$ cat config.mk
export PLATFORM = sky130hd
export DESIGN_NAME = lrid_ctrl
export DESIGN_NICKNAME = d
export VERILOG_FILES = /design/src/rtl/lrid_pkg.sv /design/src/rtl/lrid_ctrl.sv
export SDC_FILE = /design/constraint.sdc
export NUM_CORES = 1
export LEC_CHECK = 0
export ABC_CLOCK_PERIOD_IN_PS = 1600
export BUFFER_PORTS_ARGS = -buffer_cell sky130_fd_sc_hd__buf_2
export CAP_MARGIN = 10
export CORE_AREA = 2 2 39 41
export CTS_BUF_LIST = sky130_fd_sc_hd__clkbuf_8 sky130_fd_sc_hd__clkbuf_16
export DETAILED_ROUTE_END_ITERATION = 16
export DIE_AREA = 0 0 41 43
export GPL_ROUTABILITY_DRIVEN = 0
export GPL_TIMING_DRIVEN = 0
export SKIP_LAST_GASP = 1
export SLEW_MARGIN = 20
export SYNTH_ARGS = -nofsm -noshare
export SYNTH_HDL_FRONTEND = slang
export SYNTH_SLANG_ARGS = --single-unit
export TNS_END_PERCENT = 20
$ cat constraint.sdc
create_clock -name clk -period 1.6 [get_ports clk]
set_input_delay 0.32 -clock clk [delete_from_list [all_inputs] [get_ports clk]]
set_output_delay 0.32 -clock clk [all_outputs]
set_load 0.02 [all_outputs]
$ cat src/rtl/lrid_pkg.sv
package lrid_pkg;

	localparam int DICT_ENTRIES = 2048;
	localparam int DICT_AW      = $clog2(DICT_ENTRIES);
	localparam int CODE_W       = DICT_AW + 1;
	localparam int LEN_W        = DICT_AW + 1;
	localparam int BUF_W        = 24;
	localparam int CNT_W        = 5;
	localparam int CW_W         = 4;

	localparam logic [7:0]        RLE_ESCAPE   = 8'h90;
	localparam logic [CW_W-1:0]   START_WIDTH  = CW_W'(9);
	localparam logic [CODE_W-1:0] START_LIMIT  = CODE_W'(511);
	localparam logic [CODE_W-1:0] FIRST_FREE   = CODE_W'(256);
	localparam logic [CNT_W-1:0]  FULL_LEVEL   = CNT_W'(16);
	localparam logic [CNT_W-1:0]  BYTE_BITS    = CNT_W'(8);

	typedef enum logic [1:0] {
		REQ_PUSH  = 2'd0,
		REQ_PULL  = 2'd1,
		REQ_START = 2'd2,
		REQ_NONE  = 2'd3
	} req_t;

	typedef enum logic [1:0] {
		RSP_ACCEPTED = 2'd0,
		RSP_PIXEL    = 2'd1,
		RSP_STARVED  = 2'd2,
		RSP_FULL     = 2'd3
	} rsp_t;

	typedef enum logic [2:0] {
		ST_IDLE,
		ST_DISPATCH,
		ST_PULL,
		ST_FETCH,
		ST_DEC,
		ST_WALK,
		ST_BYTE
	} state_t;

	typedef enum logic [3:0] {
		OP_NONE,
		OP_PUSH,
		OP_START,
		OP_IGNORE,
		OP_STARVE,
		OP_NIB,
		OP_REP,
		OP_FETCH,
		OP_DEC,
		OP_WALK,
		OP_BYTE
	} op_t;

	typedef struct packed {
		logic accept;
		op_t  op;
	} cmd_t;

	typedef struct packed {
		req_t req;
		logic nib_valid;
		logic reps_nz;
		logic pos_ge_len;
		logic bits_short;
		logic walk_last;
		logic byte_emits;
		logic out_free;
	} stat_t;

	function automatic logic is_root(input logic [CODE_W-1:0] c);
		return (c < CODE_W'(256)) || (c >= CODE_W'(DICT_ENTRIES));
	endfunction

endpackage

$ cat src/rtl/lrid_ctrl.sv
module lrid_ctrl
	import lrid_pkg::*;
(
	input  logic  clk,
	input  logic  arst_n,
	input  logic  in_valid,
	input  stat_t stat,
	output cmd_t  cmd,
	output logic  busy
);

	state_t state_q, state_n;

	always_ff @(posedge clk or negedge arst_n) begin
		if (!arst_n) begin
			state_q <= ST_IDLE;
		end else begin
			state_q <= state_n;
		end
	end

	always_comb begin
		state_n = state_q;
		unique case (state_q)
			ST_IDLE: begin
				if (in_valid) begin
					state_n = ST_DISPATCH;
				end
			end
			ST_DISPATCH: begin
				if (stat.req == REQ_PULL) begin
					state_n = ST_PULL;
				end else if (stat.out_free) begin
					state_n = ST_IDLE;
				end
			end
			ST_PULL: begin
				if (stat.nib_valid || stat.reps_nz) begin
					if (stat.out_free) begin
						state_n = ST_IDLE;
					end
				end else begin
					state_n = ST_FETCH;
				end
			end
			ST_FETCH: begin
				if (!stat.pos_ge_len) begin
					state_n = ST_BYTE;
				end else if (!stat.bits_short) begin
					state_n = ST_DEC;
				end else if (stat.out_free) begin
					state_n = ST_IDLE;
				end
			end
			ST_DEC: begin
				state_n = ST_WALK;
			end
			ST_WALK: begin
				if (stat.walk_last) begin
					state_n = ST_FETCH;
				end
			end
			ST_BYTE: begin
				if (!stat.byte_emits) begin
					state_n = ST_PULL;
				end else if (stat.out_free) begin
					state_n = ST_IDLE;
				end
			end
			default: state_n = ST_IDLE;
		endcase
	end

	always_comb begin
		cmd.accept = 1'b0;
		cmd.op     = OP_NONE;
		busy       = (state_q != ST_IDLE);
		unique case (state_q)
			ST_IDLE: begin
				cmd.accept = in_valid;
			end
			ST_DISPATCH: begin
				if (stat.out_free) begin
					unique case (stat.req)
						REQ_PUSH:  cmd.op = OP_PUSH;
						REQ_START: cmd.op = OP_START;
						REQ_NONE:  cmd.op = OP_IGNORE;
						default:   cmd.op = OP_NONE;
					endcase
				end
			end
			ST_PULL: begin
				if (stat.out_free) begin
					if (stat.nib_valid) begin
						cmd.op = OP_NIB;
					end else if (stat.reps_nz) begin
						cmd.op = OP_REP;
					end
				end
			end
			ST_FETCH: begin
				if (!stat.pos_ge_len) begin
					cmd.op = OP_FETCH;
				end else if (stat.bits_short && stat.out_free) begin
					cmd.op = OP_STARVE;
				end
			end
			ST_DEC:  cmd.op = OP_DEC;
			ST_WALK: cmd.op = OP_WALK;
			ST_BYTE: begin
				if (!stat.byte_emits || stat.out_free) begin
					cmd.op = OP_BYTE;
				end
			end
			default: cmd.op = OP_NONE;
		endcase
	end

endmodule

== Word level (Yosys, flattened, before mapping) ==
Cells that the tools add are included.

* Reductions and logical operators: 8
* Eq/ne operators: 11
* Mux-type cells: 19

{| class="wikitable"
|+ Operator list
! operator !! number
|-
| two-way mux 3 bit || 13
|-
| case mux 4 bit (6 select lines) || 1
|-
| case mux 3 bit (7 select lines) || 1
|-
| == test 3 bit (second input constant) || 3
|-
| == test 3 x 2 -> 1 bit (second input constant) || 2
|-
| case mux 2 bit (3 select lines) || 1
|-
| == test 2 bit (second input constant) || 2
|-
| two-way mux 4 bit || 1
|-
| inequality test 2 bit (second input constant) || 2
|-
| == test 3 x 1 -> 1 bit (second input constant) || 1
|-
| zero test 3 bit || 1
|-
| nonzero test 3 bit || 1
|-
| == test 2 x 1 -> 1 bit (second input constant) || 1
|-
| zero test 2 bit || 1
|-
| logical OR 1 bit || 2
|-
| two-way mux 2 bit || 1
|-
| AND reduction 2 bit || 1
|-
| logical AND 1 bit || 1
|-
| zero test 1 bit || 1
|-
| two-way mux 1 bit || 1
|}

* Bits of input ports: 12
* Output and inout bits: 6
* Word-level logic and storage cells: 39
* Register bits: 3

== Logic depth before layout (Yosys ltp) ==
Gate-level depths: netlist (run 1).

* Depth in word-level cells: 4
* Gate-level depth with buffers: 6
* Gate-level depth less buffers: 6

== Worst setup path before layout (run 1) ==
Ideal clock, no wire load.

* Path type: register to output
* Start: reg state_q[1]
* End: out cmd[4] (netlist name)
* Path buffers: 1
* Slack: 0.075 ns
* Stages on the path, launching flop included: 4
* Data required time: 1.280 ns
* Data arrival time: 1.205 ns
* Path through: dfrtp_1 > buf_6 > or3_4 > nor2_1

{| class="wikitable"
|+ RTL lines
! item !! line !! source
|-
| start: declaration || lrid_ctrl.sv:12 || <nowiki>state_t state_q, state_n;</nowiki>
|-
| start signal: assignment || lrid_ctrl.sv:18 || <nowiki>state_q <= state_n;</nowiki>
|-
| end: declaration || lrid_ctrl.sv:8 || <nowiki>output cmd_t cmd,</nowiki>
|}

==> reports/qor.txt, run 1 <==
Core area = 0.00138 sq mm
CTS tree = yes
Synth top area share = 17.0%
Worst path required time = 1.28 ns
Actual slew at the worst max-slew pin = 0.256 ns
Layout cells sized above 1 = 40.9%
Gr busiest metal = met2
Drt total wl = 1.24 mm
N_diodes = 0
Run status = finished, violations left
Clk pwr share = 17.2%
Mapped Cells = 62
Failing checks = negative setup slack
CTS H-tree depth = 1
CTS clk-pin slew, worst paths = 0.03 ns
CP arrival = 1.37 ns
Final hold violation count = 0
Worst rel slew slack = 82.9%
Startpoint types = flip-flop
Share of the yosys chip area belonging to registers = 17.0%
Sw Ratio = 44.1%
Fin. max-slew vios = 0
Worst-Skew Late Latency = 0.21 ns
Post-synthesis compound-gate area fraction = 36.4%
Die H = 43 um
DP Worst Slack = -0.00686 ns
Post-DRT Antenna Nets = 0
CP Capture Type = primary output
XOR/XNOR Fraction of Synth Area = 0%
Most frequent cells in the layout = buf_2 (15), o21ai_0 (8), nand2_1 (6), buf_4 (6), inv_1 (5)
Fmax = 0.592 GHz
Pleak = 0.333 nW
Design Power = 0.00120 W
Via/cell ratio = 5.22
Comb power frac = 70.3%
# rows = 14
Clk sink count = 3
Synth Area in Simple Gates = 25.6%
Max reg flops = 3
Port bufs = 16
Asr flop ratio synth = 100%
Remaining Overflow, GRT = 0
Post-route DRC = 0
Synth Register Bits = 3
PwrDens = 1790 mW/mm^2
Synth Cell Area = 440 sq um
DRT Pass-1 Iters = 4
Minimum clock period = 1.69 ns
GR Util met1 = 22.1%
Initial DRC Count = 20
Largest net degree at the start of global routing = 11
Vias in the first global route = 487
Largest family of logic cells by synthesized area = compound AO/OA/AOI/OAI gates
DIE AREA = 0.00176 sq mm
Initial antenna violation count = 0
Largest area contributor in the netlist = dfrtp_1
Most flop-heavy register = state_q
Nets = 104
Mapped Nets = 77
Clk root buf = clkbuf_8
Synth cell types = 29
Tot GR Track Use = 16.7%
Synth area leaders = dfrtp_1 (17%), o21ai_0 (10%), ha_1 (8.5%), buf_6 (5.1%), nand2_1 (5.1%)
Final setup viols = 5
I/O pin cnt = 18
Drt wl/cell = 12.0 um
Clk_skew = 0.00202 ns
Largest registers = state_q x3
Initial core utilization = 31.8%
CP Class = reg -> out
Die width = 41 um
Setup ws final = -0.0885 ns
Fin crit share = 106%
Number of synthesized flops with an enable pin = 0
Post-synthesis area per instance = 7.10 sq um
Layout Area Growth over Synthesis = 52.6%
CTS Buf Count = 3
Met2 global-route usage = 25.9%
Vias post-DR = 543
Clk buf depth = 2
Commonest non-fill, non-tap cell in the layout = buf_2
Synth warn = 0
Global-route wire length before repair = 2.04 mm
Switching Power = 0.000529 W
HPWL after DPL = 811 um
Internal power = 0.000671 W
GR Layer Usage met3 = 4.71%
Hold WC Path Type = in -> async
Crit Path Max Fanout = 4
RSZ-0062 raised after global routing = true
Worst vdd ir = 0.000739 V
Ys flop type = dfrtp_1
Mux contribution to synthesized area = 0%
Maxcap violations = 0
Post-synthesis adder-cell area fraction = 8.52%
Reg power frac = 12.5%
## per-layer routing
| layer | up-vias | part of all wire (%) | wire length (um) |
|---|---|---|---|
| met2 | 14 | 50 | 626 |
| met1 | 252 | 44 | 549 |
| met3 | 0 | 5.4 | 67 |
| met4 | 0 | 0 | 0 |
| li1 | 277 | - | - |
| met5 | - | 0 | 0 |
## area by class of cell
| cell class | count | area [sq um] |
|---|---|---|
| multi-input cells | 49 | 333 |
| flip-flops and latches | 3 | 76.3 |
| fillers | 148 | 712 |
| inverters | 6 | 22.5 |
| clock inverters | 1 | 3.75 |
| well taps | 16 | 20.0 |
| plain buffers | 4 | 38.8 |
| repair buffers | 22 | 136 |
| clock buffers | 3 | 41.3 |
## worst paths after layout
check | from | end | slack [ns] | cells after the start
min | arst_n | state_q[2] | 0.45 | 2
min in group clk | stat[2] | state_q[2] | 0.46 | 3
max reg2reg | state_q[2] | state_q[1] | 0.25 | 4
min reg2reg | state_q[1] | state_q[0] | 0.71 | 3
max in group asynchronous | arst_n | state_q[0] | 1.03 | 2
max | state_q[2] | cmd[4] | -0.09 | 4
## critical path, cell delays in order (launching register included)
cell     delay (ns)
dfrtp_1        0.36
buf_4          0.15
or3_4          0.39
nor2_2         0.11
buf_4          0.14
## cells in the mapped netlist, drive strengths merged (2+ instances only)
cell type   n
nor2        5
a21oi       4
dfrtp       3
ha          3
and3        2
nand2       6
inv         6
nor3        2
buf         4
o21ai      11
## through the flow
step | utilization [%] | instance area [sq um] | hold WS, ns | instances | setup TNS, ns
CTS | 47.5 | 657 | 0.445 | 104 | -0.253
finish | 48.6 | 672 | 0.453 | 104 | -0.248
floorplan | - | 440 | 0.0244 | 62 | 0
detailed placement | 39.1 | 541 | 0.116 | 94 | -0.00686
global placement | 39.1 | 541 | 0.114 | 94 | -0.00243
global route | 48.6 | 672 | 0.464 | 104 | -0.645
## power groups by stage
stage / logic (W) / registers (W) / clock network, W
after floorplan: 0.000495 / 0.000152 / 0
after global placement: 0.000647 / 0.000168 / 0
after global routing: 0.000916 / 0.000159 / 0.000213
final: 0.000844 / 0.000150 / 0.000206
after CTS: 0.000802 / 0.000150 / 0.000210
after detailed placement: 0.000649 / 0.000165 / 0
## logic make-up after synthesis
group,after synthesis
flops,3
simple gates,21
fa+ha+maj,3
buf+inv,10
compound gates,25
## repair_timing
item	CTS	global route
pin swaps	1	0
hold endpoints to repair	3	0
gates cloned	0	0
setup endpoints to repair	4	6
hold buffers	1	0
setup buffers	5	0
gates resized for setup	8	3
Power figures use the tool's default switching activity.
==> run 2, diff against run 1 <==
--- a/config.mk
+++ b/config.mk
@@ -5,7 +5,7 @@
 export SDC_FILE = /design/constraint.sdc
 export NUM_CORES = 1
 export LEC_CHECK = 0
-export ABC_CLOCK_PERIOD_IN_PS = 1600
+export ABC_CLOCK_PERIOD_IN_PS = 1500
 export BUFFER_PORTS_ARGS = -buffer_cell sky130_fd_sc_hd__buf_2
 export CAP_MARGIN = 10
 export CORE_AREA = 2 2 39 41
==> constraint.sdc (replaced) <==
create_clock -name clk -period 1.5 [get_ports clk]
set_input_delay 0.3 -clock clk [delete_from_list [all_inputs] [get_ports clk]]
set_output_delay 0.3 -clock clk [all_outputs]
set_load 0.02 [all_outputs]
==> reports/qor.txt, run 2 (synthesis results as in run 1) <==
Startpoint types = flip-flop
Tot GR Track Use = 15.1%
Layout cells sized above 1 = 42.0%
CP Cell Sequence = or2b_4, nor4b_4, o21ai_1, o21ai_1, buf_4
Initial antenna violation count = 0
Dpl cells = 94
N_diodes = 0
Post-DRT Antenna Nets = 0
Actual slew at the worst max-slew pin = 0.306 ns
Hold slack = 0.417 ns
Die width = 41 um
RSZ-0062 raised after global routing = true
Run status = finished, violations left
PwrDens = 1870 mW/mm^2
R2r setup slk = 0.16 ns
Most flop-heavy register = state_q
Worst path top cell family by delay = simple AND/OR/NAND/NOR gates
DP Worst Slack = -0.0952 ns
Largest net degree at the start of global routing = 11
Minimum clock period = 1.68 ns
Hold WC Path Type = in -> async
Worst rel slew slack = 79.6%
CP arrival = 1.38 ns
DIE AREA = 0.00176 sq mm
HPWL after DPL = 810 um
Commonest non-fill, non-tap cell in the layout = buf_2
Crit-path most repeated cell = o21ai_1
Max reg flops = 3
Via/cell ratio = 5.05
Final core occ = 48.0%
Vias in the first global route = 468
Non-Filler Instances = 104
Vias post-DR = 525
Worst reg2reg path depth = 5
Port bufs = 16
Fin. max-slew vios = 0
CTS Buf Count = 3
Final instance area = 664 sq um
Failing checks = negative setup slack
WP buf/inv = 1
CP Capture Type = primary output
Pleak = 0.331 nW
Fmax = 0.596 GHz
Die H = 43 um
Worst-Skew Late Latency = 0.21 ns
Layout Area Growth over Synthesis = 50.9%
Post-route DRC = 0
Largest registers = state_q x3
Initial DRC Count = 11
Clk_skew = 0.00163 ns
Clk root buf = clkbuf_8
CP max stage cell = dfrtp_1
DRT Pass-1 Iters = 4
Number of fill cells = 136
# rows = 14
Clk sink count = 3
Drt wl/cell = 10.9 um
CTS H-tree depth = 1
Final setup viols = 6
Area after DPL = 543 sq um
Max incr delay on CP = 0.38 ns
Most frequent cells in the layout = buf_2 (16), o21ai_0 (8), buf_4 (7)
Worst vdd ir = 0.000762 V
Remaining Overflow, GRT = 0
Clk buf depth = 2
Crit Path Max Fanout = 3
Core area = 0.00138 sq mm
Worst r2r src = state_q[1]
CTS tree = yes
Reg2reg end = state_q[1]
Nets = 104
I/O pin cnt = 18
Setup ws final = -0.179 ns
Drt total wl = 1.13 mm
Global-route wire length before repair = 1.81 mm
Final hold violation count = 0
Maxcap violations = 0
Fin crit share = 112%
CTS clk-pin slew, worst paths = 0.03 ns
Worst path required time = 1.20 ns
CP Class = reg -> out
Initial core utilization = 31.8%
## run 2: through the flow
step                total power (W)  TNS [ns]
global placement           0.000874   -0.0824
global route                0.00134     -1.09
floorplan                  0.000695         0
detailed placement         0.000874   -0.0952
finish                      0.00124    -0.707
CTS                         0.00122    -0.695
## run 2: how the worst max path moves through the flow
| stage | start | cells past startpoint | end | slack, ns |
|---|---|---|---|---|
| final | state_q[2] | 5 | cmd[1] | -0.18 |
| after global routing | state_q[2] | 5 | cmd[1] | -0.24 |
| after detailed placement | state_q[2] | 5 | cmd[1] | -0.1 |
| after global placement | state_q[2] | 5 | cmd[1] | -0.08 |
| after CTS | state_q[2] | 5 | cmd[1] | -0.18 |
| after floorplan | state_q[2] | 4 | cmd[1] | 0.01 |
## run 2: layout make-up
class,instances,area (sq um),share of cell area (%)
plain buffers,4,35.0,5.27
clock buffers,3,41.3,6.21
clock inverters,1,3.75,0.565
inverters,6,22.5,3.39
multi-input cells,49,335,50.5
flip-flops and latches,3,76.3,11.5
well taps,16,20.0,3.01
repair buffers,22,130,19.6
## run 2: layer usage
metal	wire length (um)	share of wire (%)	GRT usage [%]
met3	67	5.9	6.28
met2	558	49	22.2
met1	504	45	19.8
met4	0	0	4.00
met5	0	0	0
## run 2: repair_timing
action | CTS | global route
buffers inserted | 5 | 0
setup endpoints to repair | 6 | 6
pin swaps | 0 | 1
gates resized for setup | 6 | 2
cloned | 0 | 0
endpoints found under the hold margin | 3 | 0
hold buffers | 1 | 0
## run 2: power breakdown
group,switching (W),internal [W]
clock,0.0000446,0.000173
sequential,0.0000402,0.000123
combinational,0.000463,0.000397
total,0.000547,0.000693
